==> src/sv/mco_pkg.sv <==
// ----------------------------------------------------------------------------
// mco_pkg: shared types and constants for the midpoint circle outline block
// Holds the field types, register indexes, op codes and reset values of the
// configuration registers.
// ----------------------------------------------------------------------------
package mco_pkg;

	// Pixel coordinate and octant point component
	typedef logic [7:0] coord_t;

	// Radius of a circle, 0..127
	typedef logic [6:0] radius_t;

	// Decision error, two's complement, wraps at ten bits
	typedef logic [9:0] err_t;

	// Result slot within one item, eight pixels
	typedef logic [2:0] slot_t;

	// Input op codes
	typedef enum logic {
		OP_START = 1'b0,
		OP_STEP  = 1'b1
	} op_t;

	// Configuration register indexes
	typedef enum logic {
		REG_WIDTH  = 1'b0,
		REG_HEIGHT = 1'b1
	} reg_idx_t;

	localparam coord_t WIDTH_RESET  = 8'd160;
	localparam coord_t HEIGHT_RESET = 8'd100;
	localparam slot_t  SLOT_LAST    = 3'd7;

endpackage

==> src/sv/mco_in_if.sv <==
// ----------------------------------------------------------------------------
// mco_in_if: input item channel
// Valid/ready channel carrying one circle command (start or step).
// ----------------------------------------------------------------------------
interface mco_in_if;
	logic             valid;
	logic             ready;
	logic             op;
	mco_pkg::coord_t  center_x;
	mco_pkg::coord_t  center_y;
	mco_pkg::radius_t radius;

	modport source (output valid, output op, output center_x, output center_y,
		output radius, input ready);
	modport sink (input valid, input op, input center_x, input center_y,
		input radius, output ready);
endinterface

==> src/sv/mco_out_if.sv <==
// ----------------------------------------------------------------------------
// mco_out_if: result item channel
// Valid/ready channel carrying one outline pixel or a done marker.
// ----------------------------------------------------------------------------
interface mco_out_if;
	logic            valid;
	logic            ready;
	mco_pkg::coord_t pix_x;
	mco_pkg::coord_t pix_y;
	logic            visible;
	logic            last;
	logic            done_res;

	modport source (output valid, output pix_x, output pix_y, output visible,
		output last, output done_res, input ready);
	modport sink (input valid, input pix_x, input pix_y, input visible,
		input last, input done_res, output ready);
endinterface

==> src/sv/midpoint_circle_outline.sv <==
// ----------------------------------------------------------------------------
// midpoint_circle_outline: midpoint circle outline pixel generator
// Walks one octant of a circle and sends the eight symmetric pixels per point.
// ----------------------------------------------------------------------------
// Usage:
//   in_ch  : start item (op 0: centre and radius) or step item (op 1).
//   out_ch : result items. A start or an active step gives eight pixels, the
//            eighth with last set. A step past the diagonal, or before any
//            start, gives one item with done_res and last set.
//   cfg_*  : write port for width_limit (index 0) and height_limit (index 1).
//            Write only while the block is idle; the block does not enforce it.
// Timing: an accepted item is latched into the work register, whose results
//   then move into the output register one result per cycle while out_ch.ready
//   does not stall them. A pixel item occupies the work register for eight
//   results, a done item for one. The next item is accepted in the cycle
//   the previous one sends its final result, so a steady stream is limited
//   by the single pixel lane of the output register.
// Reset: clears the point, error, centre and active flag, loads the limits
//   with 160 and 100, and empties the work and output registers.
// Stall: while out_ch.ready is low the output register holds and the slot
//   counter waits; in_ch.ready stays low until the last result can move.
// ----------------------------------------------------------------------------
module midpoint_circle_outline (
	input  logic              clk,
	input  logic              arst_n,
	mco_in_if.sink            in_ch,
	mco_out_if.source         out_ch,
	input  logic              cfg_we,
	input  mco_pkg::reg_idx_t cfg_idx,
	input  mco_pkg::coord_t   cfg_data
);

	// Configuration registers
	mco_pkg::coord_t width_q;
	mco_pkg::coord_t height_q;

	// Circle state
	mco_pkg::coord_t pt_x_q;
	mco_pkg::coord_t pt_y_q;
	mco_pkg::err_t   err_q;
	mco_pkg::coord_t cen_x_q;
	mco_pkg::coord_t cen_y_q;
	logic            act_q;

	// Work register: point being emitted
	logic            wk_busy_q;
	logic            wk_done_q;
	mco_pkg::coord_t wk_x_q;
	mco_pkg::coord_t wk_y_q;
	mco_pkg::coord_t wk_cx_q;
	mco_pkg::coord_t wk_cy_q;
	mco_pkg::slot_t  wk_k_q;

	// Output register
	logic            out_valid_q;
	mco_pkg::coord_t out_x_q;
	mco_pkg::coord_t out_y_q;
	logic            out_vis_q;
	logic            out_last_q;
	logic            out_done_q;

	logic            adv;
	logic            emit;
	logic            wk_fin;
	logic            in_acc;
	logic            is_start;

	// Source point of the accepted item
	mco_pkg::coord_t src_x;
	mco_pkg::coord_t src_y;
	mco_pkg::err_t   src_e;
	mco_pkg::err_t   x_ext;
	mco_pkg::err_t   y_ext;
	mco_pkg::err_t   x_nxt;
	mco_pkg::err_t   y_nxt;
	mco_pkg::err_t   e_nxt;
	logic            act_nxt;

	// Pixel of the current slot
	logic            swap;
	logic            neg_a;
	logic            neg_b;
	mco_pkg::coord_t off_a;
	mco_pkg::coord_t off_b;
	mco_pkg::coord_t pix_x;
	mco_pkg::coord_t pix_y;

	// Handshake control
	assign adv    = !out_valid_q || out_ch.ready;
	assign emit   = wk_busy_q && adv;
	assign wk_fin = wk_done_q || (wk_k_q == mco_pkg::SLOT_LAST);
	assign in_ch.ready = !wk_busy_q || (adv && wk_fin);
	assign in_acc = in_ch.valid && in_ch.ready;
	assign is_start = (in_ch.op == mco_pkg::OP_START);

	// Pick the point to emit and compute its successor
	always_comb begin
		if (is_start) begin
			src_x = {1'b0, in_ch.radius};
			src_y = '0;
			src_e = 10'd1 - {3'b000, in_ch.radius};
		end else begin
			src_x = pt_x_q;
			src_y = pt_y_q;
			src_e = err_q;
		end
		x_ext = {2'b00, src_x};
		y_ext = {2'b00, src_y};
		y_nxt = y_ext + 10'd1;
		if (src_e[9]) begin
			x_nxt = x_ext;
			e_nxt = src_e + {y_nxt[8:0], 1'b0} + 10'd1;
		end else begin
			x_nxt = x_ext - 10'd1;
			e_nxt = src_e + {(y_nxt[8:0] - x_nxt[8:0] + 9'd1), 1'b0};
		end
		act_nxt = ($signed(x_nxt) >= $signed(y_nxt));
	end

	// Form the pixel of the current slot from the octant point
	always_comb begin
		swap  = wk_k_q[0];
		neg_a = wk_k_q[2] ^ wk_k_q[1];
		neg_b = wk_k_q[2];
		off_a = swap ? wk_y_q : wk_x_q;
		off_b = swap ? wk_x_q : wk_y_q;
		pix_x = neg_a ? (wk_cx_q - off_a) : (wk_cx_q + off_a);
		pix_y = neg_b ? (wk_cy_q - off_b) : (wk_cy_q + off_b);
	end

	// Write configuration registers
	always_ff @(posedge clk or negedge arst_n) begin
		if (!arst_n) begin
			width_q  <= mco_pkg::WIDTH_RESET;
			height_q <= mco_pkg::HEIGHT_RESET;
		end else if (cfg_we) begin
			case (cfg_idx)
				mco_pkg::REG_WIDTH:  width_q  <= cfg_data;
				mco_pkg::REG_HEIGHT: height_q <= cfg_data;
				default: ;
			endcase
		end
	end

	// Update circle state on each accepted item that draws a point
	always_ff @(posedge clk or negedge arst_n) begin
		if (!arst_n) begin
			pt_x_q  <= '0;
			pt_y_q  <= '0;
			err_q   <= '0;
			cen_x_q <= '0;
			cen_y_q <= '0;
			act_q   <= 1'b0;
		end else if (in_acc && (is_start || act_q)) begin
			if (is_start) begin
				cen_x_q <= in_ch.center_x;
				cen_y_q <= in_ch.center_y;
			end
			pt_x_q <= x_nxt[7:0];
			pt_y_q <= y_nxt[7:0];
			err_q  <= e_nxt;
			act_q  <= act_nxt;
		end
	end

	// Load the work register on accept, advance the slot on each emit
	always_ff @(posedge clk or negedge arst_n) begin
		if (!arst_n) begin
			wk_busy_q <= 1'b0;
			wk_done_q <= 1'b0;
			wk_k_q    <= '0;
		end else if (in_acc) begin
			wk_busy_q <= 1'b1;
			wk_done_q <= !is_start && !act_q;
			wk_k_q    <= '0;
		end else if (emit) begin
			wk_k_q <= wk_k_q + 3'd1;
			if (wk_fin) begin
				wk_busy_q <= 1'b0;
			end
		end
	end

	// Hold the point and centre of the item in the work register
	always_ff @(posedge clk) begin
		if (in_acc) begin
			wk_x_q  <= src_x;
			wk_y_q  <= src_y;
			wk_cx_q <= is_start ? in_ch.center_x : cen_x_q;
			wk_cy_q <= is_start ? in_ch.center_y : cen_y_q;
		end
	end

	// Output register valid flag
	always_ff @(posedge clk or negedge arst_n) begin
		if (!arst_n) begin
			out_valid_q <= 1'b0;
		end else if (adv) begin
			out_valid_q <= wk_busy_q;
		end
	end

	// Output register payload
	always_ff @(posedge clk) begin
		if (emit) begin
			if (wk_done_q) begin
				out_x_q    <= '0;
				out_y_q    <= '0;
				out_vis_q  <= 1'b0;
				out_last_q <= 1'b1;
				out_done_q <= 1'b1;
			end else begin
				out_x_q    <= pix_x;
				out_y_q    <= pix_y;
				out_vis_q  <= (pix_x < width_q) && (pix_y < height_q);
				out_last_q <= (wk_k_q == mco_pkg::SLOT_LAST);
				out_done_q <= 1'b0;
			end
		end
	end

	assign out_ch.valid    = out_valid_q;
	assign out_ch.pix_x    = out_x_q;
	assign out_ch.pix_y    = out_y_q;
	assign out_ch.visible  = out_vis_q;
	assign out_ch.last     = out_last_q;
	assign out_ch.done_res = out_done_q;

`ifndef ASSERT_OFF
	// A done marker is always the final result of its item
	a_done_last: assert property (@(posedge clk) disable iff (!arst_n)
		out_valid_q && out_done_q |-> out_last_q)
		else $error("done result without last");

	// Every emit fills the output register
	a_emit_fill: assert property (@(posedge clk) disable iff (!arst_n)
		emit |=> out_valid_q)
		else $error("emitted result lost");

	// An active circle keeps its point inside the radius range
	a_act_range: assert property (@(posedge clk) disable iff (!arst_n)
		act_q |-> !pt_x_q[7])
		else $error("active point out of range");

	// The slot counter waits while the receiver stalls
	a_slot_hold: assert property (@(posedge clk) disable iff (!arst_n)
		wk_busy_q && !adv |=> $stable(wk_k_q))
		else $error("slot advanced during stall");
`endif

endmodule

==> src/flat_wrapper.sv <==
// flat-port wrapper written by rule: the top's interface ports become plain ports
module midpoint_circle_outline_flat 
  (clk, arst_n, cfg_we, cfg_idx, cfg_data, in_ch_valid, in_ch_op, in_ch_center_x, in_ch_center_y, in_ch_radius, in_ch_ready, out_ch_valid, out_ch_pix_x, out_ch_pix_y, out_ch_visible, out_ch_last, out_ch_done_res, out_ch_ready);
  mco_in_if in_ch_i ();
  mco_out_if out_ch_i ();
  input  logic clk;
  input  logic arst_n;
  input  logic cfg_we;
  input  mco_pkg::reg_idx_t cfg_idx;
  input  mco_pkg::coord_t cfg_data;
  input wire logic [$bits(in_ch_i.valid)-1:0] in_ch_valid;
  input wire logic [$bits(in_ch_i.op)-1:0] in_ch_op;
  input wire logic [$bits(in_ch_i.center_x)-1:0] in_ch_center_x;
  input wire logic [$bits(in_ch_i.center_y)-1:0] in_ch_center_y;
  input wire logic [$bits(in_ch_i.radius)-1:0] in_ch_radius;
  output wire logic [$bits(in_ch_i.ready)-1:0] in_ch_ready;
  output wire logic [$bits(out_ch_i.valid)-1:0] out_ch_valid;
  output wire logic [$bits(out_ch_i.pix_x)-1:0] out_ch_pix_x;
  output wire logic [$bits(out_ch_i.pix_y)-1:0] out_ch_pix_y;
  output wire logic [$bits(out_ch_i.visible)-1:0] out_ch_visible;
  output wire logic [$bits(out_ch_i.last)-1:0] out_ch_last;
  output wire logic [$bits(out_ch_i.done_res)-1:0] out_ch_done_res;
  input wire logic [$bits(out_ch_i.ready)-1:0] out_ch_ready;
  assign in_ch_i.valid = in_ch_valid;
  assign in_ch_i.op = in_ch_op;
  assign in_ch_i.center_x = in_ch_center_x;
  assign in_ch_i.center_y = in_ch_center_y;
  assign in_ch_i.radius = in_ch_radius;
  assign in_ch_ready = in_ch_i.ready;
  assign out_ch_valid = out_ch_i.valid;
  assign out_ch_pix_x = out_ch_i.pix_x;
  assign out_ch_pix_y = out_ch_i.pix_y;
  assign out_ch_visible = out_ch_i.visible;
  assign out_ch_last = out_ch_i.last;
  assign out_ch_done_res = out_ch_i.done_res;
  assign out_ch_i.ready = out_ch_ready;
  midpoint_circle_outline u_core (.clk(clk), .arst_n(arst_n), .in_ch(in_ch_i), .out_ch(out_ch_i), .cfg_we(cfg_we), .cfg_idx(cfg_idx), .cfg_data(cfg_data));
endmodule
==> config.mk <==
export PLATFORM = sky130hd
export DESIGN_NAME = midpoint_circle_outline_flat
export DESIGN_NICKNAME = d
export VERILOG_FILES = /design/src/sv/mco_pkg.sv /design/src/sv/mco_in_if.sv /design/src/sv/mco_out_if.sv /design/src/sv/midpoint_circle_outline.sv /design/src/flat_wrapper.sv
export SDC_FILE = /design/constraint.sdc
export NUM_CORES = 1
export LEC_CHECK = 0
export BUFFER_PORTS_ARGS = -buffer_cell sky130_fd_sc_hd__buf_2
export CAP_MARGIN = 20
export CORE_UTILIZATION = 52
export DETAILED_ROUTE_END_ITERATION = 7
export GPL_TIMING_DRIVEN = 0
export MAX_ROUTING_LAYER = met4
export PLACE_DENSITY = 0.7
export SLEW_MARGIN = 30
export SYNTH_ARGS = -nofsm -noshare
export SYNTH_HDL_FRONTEND = slang
export SYNTH_SLANG_ARGS = --single-unit
==> constraint.sdc <==
create_clock -name clk -period 11.8 [get_ports clk]
set_input_delay 0.59 -clock clk [delete_from_list [all_inputs] [get_ports clk]]
set_output_delay 0.59 -clock clk [all_outputs]
set_load 0.02 [all_outputs]
; ---- Yosys cells after proc, flatten, opt, wreduce, memory -nomap -nowiden
; Cells that the tools add are included.
[word_totals]
ff_bits = 116
input_bits = 38
[classes]
addsub = 13
magnitude_cmp = 3
n_eq_ne = 1
n_mux = 17
bitwise_logic = 3
n_reduce_logical = 18
[op_table]
columns = cell, count
row1 = 2-to-1 mux 8 bit, 8
row2 = 2-to-1 mux 10 bit, 3
row3 = adder 10 bit, 2
row4 = adder 8 bit, 2
row5 = < comparator 8 bit, 2
row6 = subtractor 8 bit, 2
row7 = adder 10 x 1 -> 10 bit (second input constant), 1
row8 = greater-or-equal comparator 10 bit, 1
row9 = adder 8 x 1 -> 9 bit (second input constant), 1
row10 = adder 9 x 1 -> 9 bit (second input constant), 1
row11 = subtractor 8 x 1 -> 9 bit (second input constant), 1
row12 = subtractor 9 bit, 1
row13 = subtractor 1 x 7 -> 8 bit (first input constant), 1
row14 = logical AND 1 bit, 6
row15 = 2-to-1 mux 3 bit, 2
row16 = AND reduction 2 bit, 3
row17 = logical OR 1 bit, 4
row18 = 2-to-1 mux 1 bit, 4
row19 = nonzero test 2 bit, 2
row20 = adder 3 x 1 -> 3 bit (second input constant), 1
row21 = equality test 3 bit (second input constant), 1
row22 = zero test 1 bit, 3
row23 = NOT 1 bit, 2
row24 = bitwise XOR 1 bit, 1

; ---- Depth between registers and ports, before layout
; Gate-level depths: netlist of the first run.
[depth]
word_depth = 7
depth_mapped = 27
mapped_depth_nobuf = 21

; ---- Worst setup path after synthesis of the first run
; OpenSTA, ideal clock, no wires.
[synth_timing]
path_type = input-to-reg
from = input in_ch_op
to = register u_core.err_q[9]
setup_ns = 0.101
arrival_ns = 4.743
path_slack_ns = 6.957
cell_stages = 24
n_path_buf = 6
path_cell_list = buf_6 buf_6 buf_2 buf_2 buf_2 clkbuf_1 and2_1 ha_1 xor2_1 inv_1 ha_1 inv_1 fa_1 inv_1 a21o_1 a21oi_1 xnor2_1 ha_1 o21ai_0 a21oi_1 o41ai_1 xnor2_1 xnor2_1 o311ai_2
[synth_between]
elab_chain_cells = 6
[synth_lines]
columns = item, line
row1 = start: declaration, flat_wrapper.sv:12  ; input wire logic [$bits(in_ch_i.op)-1:0] in_ch_op;
row2 = 2-to-1 mux 8 bit (*), midpoint_circle_outline.sv:98  ; if (is_start) begin
row3 = via u_core.src_y[1], midpoint_circle_outline.sv:70  ; mco_pkg::coord_t src_y;
row4 = adder 8 x 1 -> 9 bit (*), midpoint_circle_outline.sv:109  ; y_nxt = y_ext + 10'd1;
row5 = via u_core.y_nxt[2], midpoint_circle_outline.sv:75  ; mco_pkg::err_t y_nxt;
row6 = subtractor 9 bit, midpoint_circle_outline.sv:115  ; e_nxt = src_e + {(y_nxt[8:0] - x_nxt[8:0] + 9'd1), 1'b0};
row7 = adder 9 x 1 -> 9 bit, midpoint_circle_outline.sv:115
row8 = adder 10 bit, midpoint_circle_outline.sv:115
row9 = 2-to-1 mux 10 bit (*), midpoint_circle_outline.sv:110  ; if (src_e[9]) begin
row10 = end signal: assignment, midpoint_circle_outline.sv:161  ; err_q <= e_nxt;
row11 = end: declaration, midpoint_circle_outline.sv:40  ; mco_pkg::err_t err_q;
; The timed path passes the listed nets; every way through them passes the cells marked *.
; A chain may end at the register's enable or synchronous reset.

; ---- Worst setup path after layout of the first run
; Same ends and word-level chain as after synthesis.

==> impl_results.md, run 1 <==
- Average wire length per cell after detail routing: 17.2 um
- Bufs and invs on worst path: 9
- Series of cell instances along the critical path: buf_6, buf_6, buf_2, buf_2, buf_2, clkbuf_1, and2_1, ha_1, xor2_1, inv_1, ha_1, inv_1, fa_1, inv_1, a21o_1, a21oi_1, xnor2_1, ha_1, o21ai_0, a21oi_1, o41ai_1, xnor2_1, xnor2_1, o311ai_2
- Delay of the slowest critical-path stage: between 0.5 and 0.6 ns
- Post-layout min period: approximately 5.7 ns
- CTS Root Buffer Type: clkbuf_16
- Synth area leaders: edfxtp_1, dfrtp_1, ha_1, mux2_2, xnor2_1
- Register clock-pin slew on the reported worst setup and hold paths: roughly 0.06 ns
- Mapped cell area: just under 8000 um2
- Path type of the worst setup path: input pin to register
- Nature of the critical path endpoint: register
- Final setup skew: 0.0104 ns
- Least-Margin Pin Slew: 0.898 ns
- VDD IR max: between 0.15 and 0.2 mV
- Die Wd: roughly 120 um
- Signed area change from the synthesized netlist to the final layout: 15.4%
- Data required time at the worst endpoint: approximately 12 ns
- Detailed Route WL: around 18000 um
- Combinational share of power: between 50% and 60%
- Setup Viol. Count Final: 0
- Unique masters post-synth: between 50 and 60
- Number of max-slew violations in the final report: 0
- Maximum number of pins on one net before global-route repair: 43
- Most area-hungry cell type in the Yosys netlist: edfxtp_1
- Post-CTS setup buffer count: 0
- Global-route usage over all layers: between 20% and 30%
- Synthesized area per cell: between 10 and 15 um2
- Largest fanout on the critical path: 10
- Top_reg_cell synth: dfrtp_1
- Placeable core region: ~15000 um2
- Internal power: roughly 1.7 mW
- Total of flip-flops plus latches after synthesis: roughly 120
- Global-route wire length before repair: between 30000 and 40000 um
- Final period utilization: roughly 48%
- Element type at the critical path start: input pin
- Total I/O pin count: between 50 and 60
- Nets in the synthesized netlist: between 800 and 900
- Estimated wirelength of the detail-placed design: 13800 um
- Design area: ~9000 um2
- TritonCTS clock tree: done
- Port Buffer Count: 57
- Power per Cell Area: 321 nW/um2
- Highest achievable clock rate: 175 MHz
- Post-placement cell area: approximately 8400 um2
- Clk buf depth: 2
- Share of post-route cells with drive strength above 1: between 10% and 20%
- Sequential-to-total area share from yosys stat: about two fifths
- Clock network fraction of total power: 20.0%
- CTS HTree Levels: 4
- Total congestion overflow: 0
- Clock sink count: around 120
- Vias in the first global route: between 6000 and 7000
- Kind of cell adding the most delay to the critical path: buffers and inverters
- DRC viols: 0
- Number of gates resized after CTS: 0
- Initial drt markers: between 200 and 300
- Post-synth ARST share: between 50% and 60%
- Class of the most critical hold timing path: input pin to asynchronous set/reset pin
- Final Hold Vio Count: 0
- DR pass1 iterations: 5
- Signal arrival time at the worst endpoint: a little over 6 ns
- Effective utilization at floorplan: between 50% and 60%
- Worst-path cell with the longest stage delay: clkbuf_1
- RSZ-0062 raised after global routing: no
- Worst rel slew slack: 40.1%
- Max-capacitance violation count: 0
- Later-pin clock latency in the skew report: approximately 0.42 ns
- Count of yosys warnings during synthesis: 0
- Nets: roughly 970
- Die area: 15500 um2
- Switching power of the nets: approximately 1.2 mW
- CTS Buf Count: 17
- Row count: 44
- Post-cts hold buffer count: 0
- P_leak: roughly 4.2 nW
- Most common library cell in the layout ignoring fill and taps: nand2_1
- Die Y: about 120 um
- Cell count after synthesis: 772
- Number of enable flip-flop cells after synthesis: 51
- Commonest cells after routing, fill and taps aside: nand2_1, ha_1, buf_2, inv_1, dfrtp_1
- Weighted congestion at the end of routability-driven global placement: 0.942
- ANT nets after route: 0
- Synth top area share: 19.6%
- Fin Setup TNS: 0 ns
- Diodes inserted: 0
- Count of vias placed by the detailed router: slightly below 6000
- Result of the run: completed
- Sequential share of power: a little under a quarter
- Net Sw Frac: around two fifths
- Number of antenna violations at the first check in global routing: 0
- Drt via density: ~5.5
worst reg2reg max path, delay by kind of cell, from the launching register on:
kind | cells | cell delay (ns)
buffers and inverters | 5 | 1.22
XOR/XNOR | 1 | 0.28
AO/OA/AOI/OAI | 7 | 1.23
flip-flops | 1 | 0.34
adder cells (fa/ha/maj) | 3 | 0.87
multiplexers | 1 | 0.15
AND/OR/NAND/NOR | 3 | 0.27
power by group through the flow:
stage / logic [mW] / registers [mW] / clock network [mW]
6_report: 1.64 / 0.674 / 0.579
5_1_grt: 1.83 / 0.689 / 0.603
4_1_cts: 1.64 / 0.674 / 0.585
2_1_floorplan: 1.20 / 0.701 / 0
3_3_place_gp: 1.54 / 0.673 / 0
3_5_place_dp: 1.61 / 0.680 / 0
per-layer routing:
layer | share of wire (%) | GRT usage, % | up-vias
met1 | 42 | 28.0 | 2755
met4 | 3.7 | 12.8 | 0
met2 | 51 | 44.9 | 138
met5 | 0 | - | -
met3 | 3.1 | 4.42 | 52
li1 | - | - | 2843
metrics by stage:
step,total power [mW],std cells,util (%),setup slack [ns],hold WS [ns]
finish,2.89,1046,61.9,6.08,0.0756
global route,3.13,1046,61.9,5.74,0.0990
CTS,2.90,1046,61.9,6.16,0.0793
detailed placement,2.29,1014,57.3,5.73,0.470
global placement,2.22,1013,57.1,5.76,0.455
floorplan,1.90,772,-,6.96,0.294
final cells by class:
type                            instances  area (um2)
Buffer                                 23         120
Clock inverter                         15         236
Multi-Input combinational cell        562        4270
Clock buffer                           17         425
Sequential cell                       116        3160
Fill cell                            1172        5560
Tap cell                              184         230
Timing Repair Buffer                   58         315
Inverter                               71         267
sequential cells by signal, summed over array words and instances, names as in the netlist, 3 cells and up:
name and count:
u_core.err_q 10, u_core.pt_y_q 8, u_core.width_q 8, u_core.height_q 8, u_core.cen_x_q 8, u_core.wk_k_q 3, u_core.pt_x_q 8, u_core.wk_cy_q 8
u_core.wk_cx_q 8, u_core.out_ch.pix_y 8, u_core.out_ch.pix_x 8, u_core.wk_y_q 8, u_core.wk_x_q 8, u_core.cen_y_q 8
final timing paths:
kind / from / to / slack [ns] / depth (start not counted)
setup / recovery: in_ch_op / u_core.err_q[9]$_DFFE_PN0P_ / 6.08 / 24
hold / removal: arst_n / u_core.height_q[4]$_DFFE_PN0P_ / 0.08 / 1
setup reg to reg: u_core.wk_k_q[0]$_DFFE_PN0P_ / u_core.out_ch.visible$_SDFFCE_PP0P_ / 7.31 / 20
hold reg to reg: u_core.wk_busy_q$_DFFE_PN0P_ / u_core.out_ch.valid$_DFFE_PN0P_ / 0.49 / 2
max in group asynchronous: arst_n / u_core.height_q[2]$_DFFE_PN1P_ / 11.13 / 2
min in group clk: in_ch_valid / u_core.wk_busy_q$_DFFE_PN0P_ / 0.40 / 2
cells in the mapped netlist (3+ instances only):
library cell  instances
a21o_1               21
a21oi_1              37
a31oi_1               3
and2_1                5
and3_1                5
buf_2                12
clkbuf_1              8
dfrtp_1              60
dfstp_2               5
edfxtp_1             51
fa_1                  5
ha_1                 74
inv_1                68
inv_2                 3
mux2_2               42
mux2i_1              20
mux2i_2               4
nand2_1              78
nand2b_1             12
nand3_1               7
nand4_1               3
nor2_1               39
nor2b_1              23
nor3_1               14
nor3b_1               5
o21a_1                6
o21ai_0              45
o21ai_1               9
o21bai_1              5
xnor2_1              46
xor2_1               23
kinds of logic after synthesis:
| family | count (synthesis) | share of synthesized area (%) |
|---|---|---|
| muxes | 68 | 9.75 |
| adders and majority gates | 79 | 13.1 |
| DFF | 116 | 40.5 |
| xor gates and xnor gates | 69 | 7.73 |
| AOI/OAI and AO/OA | 147 | 11.6 |
| buffers and inverters | 94 | 4.95 |
| and+or+nand+nor | 199 | 12.3 |
No activity file was read; power rests on OpenSTA's default activity.
==> run 2, diff against run 1 <==
Clock period 11.8 ns to 5.72 ns, I/O delays scaled along.
==> impl_results.md, run 2 (synthesis results as in run 1) <==
- Total congestion overflow: 0 (unchanged)
- CTS Root Buffer Type: clkbuf_16
- Weighted congestion at the end of routability-driven global placement: 0.942 (unchanged)
- Final period utilization: between 80% and 90%
- DRC viols: 0 (unchanged)
- Die Y: 125 um (unchanged)
- Least-Margin Pin Slew: 0.904 ns (+0.00631 ns)
- Largest fanout on the critical path: 19 (+9)
- Signal arrival time at the worst endpoint: 5.33 ns (-0.72 ns)
- Most common library cell in the layout ignoring fill and taps: nand2_1
- Power per Cell Area: 661 nW/um2 (+110%)
- Signed area change from the synthesized netlist to the final layout: 15.5% (about the same)
- Clk buf depth: 2 (unchanged)
- Estimated wirelength of the detail-placed design: 13800 um (unchanged)
- CTS HTree Levels: 4 (unchanged)
- Highest achievable clock rate: roughly 200 MHz
- ANT nets after route: 0 (unchanged)
- Global-route wire length before repair: 30300 um (unchanged)
- Die Wd: 125 um (unchanged)
- Post-layout min period: 5.00 ns
- Final Hold Vio Count: 0 (unchanged)
- Total I/O pin count: 59 (unchanged)
- Clock sink count: 116 (unchanged)
- Die area: 15500 um2 (unchanged)
- DR pass1 iterations: 5 (unchanged)
- Final setup skew: 0.0117 ns (+0.00127 ns)
- P_leak: 4.19 nW (about the same)
- Hold Path Sink: u_core.wk_busy_q$_DFFE_PN0P_
- Register clock-pin slew on the reported worst setup and hold paths: 0.06 ns (about the same)
- Port Buffer Count: 57 (unchanged)
- Nature of the critical path endpoint: register
- Average wire length per cell after detail routing: 17.1 um (-0.43%)
- Initial drt markers: 287 (-0.69%)
- VDD IR max: 0.319 mV (+110%)
- Cell Count, Final, Fillers Out: 1046 (unchanged)
- Worst reg2reg endpoint: u_core.out_ch.visible$_SDFFCE_PP0P_
- Number of filler instances in the final layout: 1171 (-0.085%)
- RSZ-0062 raised after global routing: no
- Global-route usage over all layers: 25.7% (unchanged)
- Startpoint of the worst setup timing path: in_ch_op
- Hold Path Depth: 2
- Vias in the first global route: 6207 (+0.048%)
- Data required time at the worst endpoint: 6.05 ns (-6.08 ns)
- Area of all sequential standard cells: 3160 um2 (unchanged)
- Row count: 44 (unchanged)
- Startpoint of the worst hold path: in_ch_valid
- Placeable core region: 14600 um2 (unchanged)
- Max-capacitance violation count: 0 (unchanged)
- Number of gates resized after CTS: 0 (unchanged)
- Detailed Route WL: 17900 um (-0.43%)
- Class of the most critical hold timing path: input pin to register
- Number of max-slew violations in the final report: 0 (unchanged)
- Share of post-route cells with drive strength above 1: 19.5% (unchanged)
- Fin Setup TNS: 0 ns (unchanged)
- Later-pin clock latency in the skew report: 0.42 ns (about the same)
- Setup Viol. Count Final: 0 (unchanged)
- Worst reg-to-reg path cell count: 20 (unchanged)
- Result of the run: completed
- Path type of the worst setup path: input pin to register
- Diodes inserted: 0 (unchanged)
- Flip-flop count of the largest register after layout: 10 (unchanged)
- Drt via density: 5.54 (+0.12%)
- TritonCTS clock tree: done
- Count of vias placed by the detailed router: 5795 (+0.12%)
- Number of antenna violations at the first check in global routing: 0 (unchanged)
- Launching point of the worst reg2reg path: u_core.wk_k_q[0]$_DFFE_PN0P_
- Register name with the most flops: u_core.err_q
- Element type at the critical path start: input pin
- Worst rel slew slack: 39.7% (-0.42 points)
- Reg2reg setup slack: 1.23 ns (-6.08 ns)
- Combined area of the multi-input logic cells: 4270 um2 (unchanged)
- Maximum number of pins on one net before global-route repair: 43 (unchanged)
- Nets: 966 (unchanged)
- Placed instance count: 1014 (unchanged)
- CTS Buf Count: 17 (unchanged)
- Effective utilization at floorplan: 53.6% (unchanged)
- Commonest cells after routing, fill and taps aside: nand2_1, ha_1, buf_2, inv_1, dfrtp_1
-- run 2: cell count changes in the layout (fill, tap and decap cells not counted), sizes merged --
cell,previous run,this run
clkbuf,25,24
dlygate4sd3,0,1
-- run 2: how the worst max path moves through the flow --
stage                                        endpoint  slack [ns]  cells after the start
final                     u_core.err_q[9]$_DFFE_PN0P_        0.72                     23
after detailed placement  u_core.err_q[9]$_DFFE_PN0P_       -0.04                     24
after global placement    u_core.err_q[9]$_DFFE_PN0P_       -0.02                     24
after floorplan           u_core.err_q[9]$_DFFE_PN0P_        1.18                     24
after global routing      u_core.err_q[9]$_DFFE_PN0P_        0.28                     23
after CTS                 u_core.err_q[9]$_DFFE_PN0P_        0.38                     24
-- run 2: stage by stage --
| stage | instance area, um2 | hold slack [ns] | worst slack, ns | utilization (%) | power [mW] |
|---|---|---|---|---|---|
| after floorplan | 7820 | -0.00959 | 1.18 | - | 3.93 |
| after global placement | 8330 | 0.455 | -0.0165 | 57.1 | 4.58 |
| after detailed placement | 8360 | 0.221 | -0.0442 | 57.3 | 4.72 |
| after CTS | 9030 | 0.0856 | 0.381 | 61.9 | 5.99 |
| after global routing | 9030 | 0.108 | 0.277 | 61.9 | 6.45 |
| final | 9030 | 0.101 | 0.718 | 61.9 | 5.97 |
-- run 2: layer usage --
layer	wire (um)	vias to the layer above	GRT usage, %
met2	9190	140	44.9
met4	634	0	12.8
met3	576	49	4.42
met1	7540	2761	28.0
met5	0	-	-
li1	-	2845	-
-- run 2: timing repair --
action / in CTS / in global routing
setup endpoints to repair: 0 / 1
hold buffers: 1 / 0
buffers inserted: 0 / 0
endpoints found under the hold margin: 20 / 0
-- run 2: final cells by class --
cell class / instances / area share, %
clock inverter: 15 / 2.62
timing repair buffer: 59 / 3.60
tap: 184 / 2.55
sequential: 116 / 35.0
clock buffer: 17 / 4.71
multi-input combinational: 562 / 47.2
buffer: 22 / 1.29
inverter: 71 / 2.95
-- run 2: worst max-delay path: stages --
cell      delay (ns)
buf_6           0.12
buf_6           0.17
buf_2           0.29
buf_2           0.37
buf_2           0.41
and2_1          0.26
ha_1            0.25
xor2_1          0.27
inv_1           0.12
ha_1            0.31
inv_1           0.06
fa_1            0.46
inv_1           0.07
a21o_1          0.11
a21oi_1         0.10
xnor2_1         0.14
ha_1            0.35
o21ai_0         0.12
a21oi_1         0.12
o41ai_1         0.40
xnor2_1         0.15
xnor2_1         0.16
o311ai_2        0.21
-- run 2: power by group --
group	leakage [nW]	internal (mW)	total [mW]	switching (mW)
combinational	2.60	1.49	3.38	1.89
sequential	1.28	1.24	1.39	0.154
clock	0.310	0.811	1.19	0.383
total	4.19	3.54	5.97	2.43
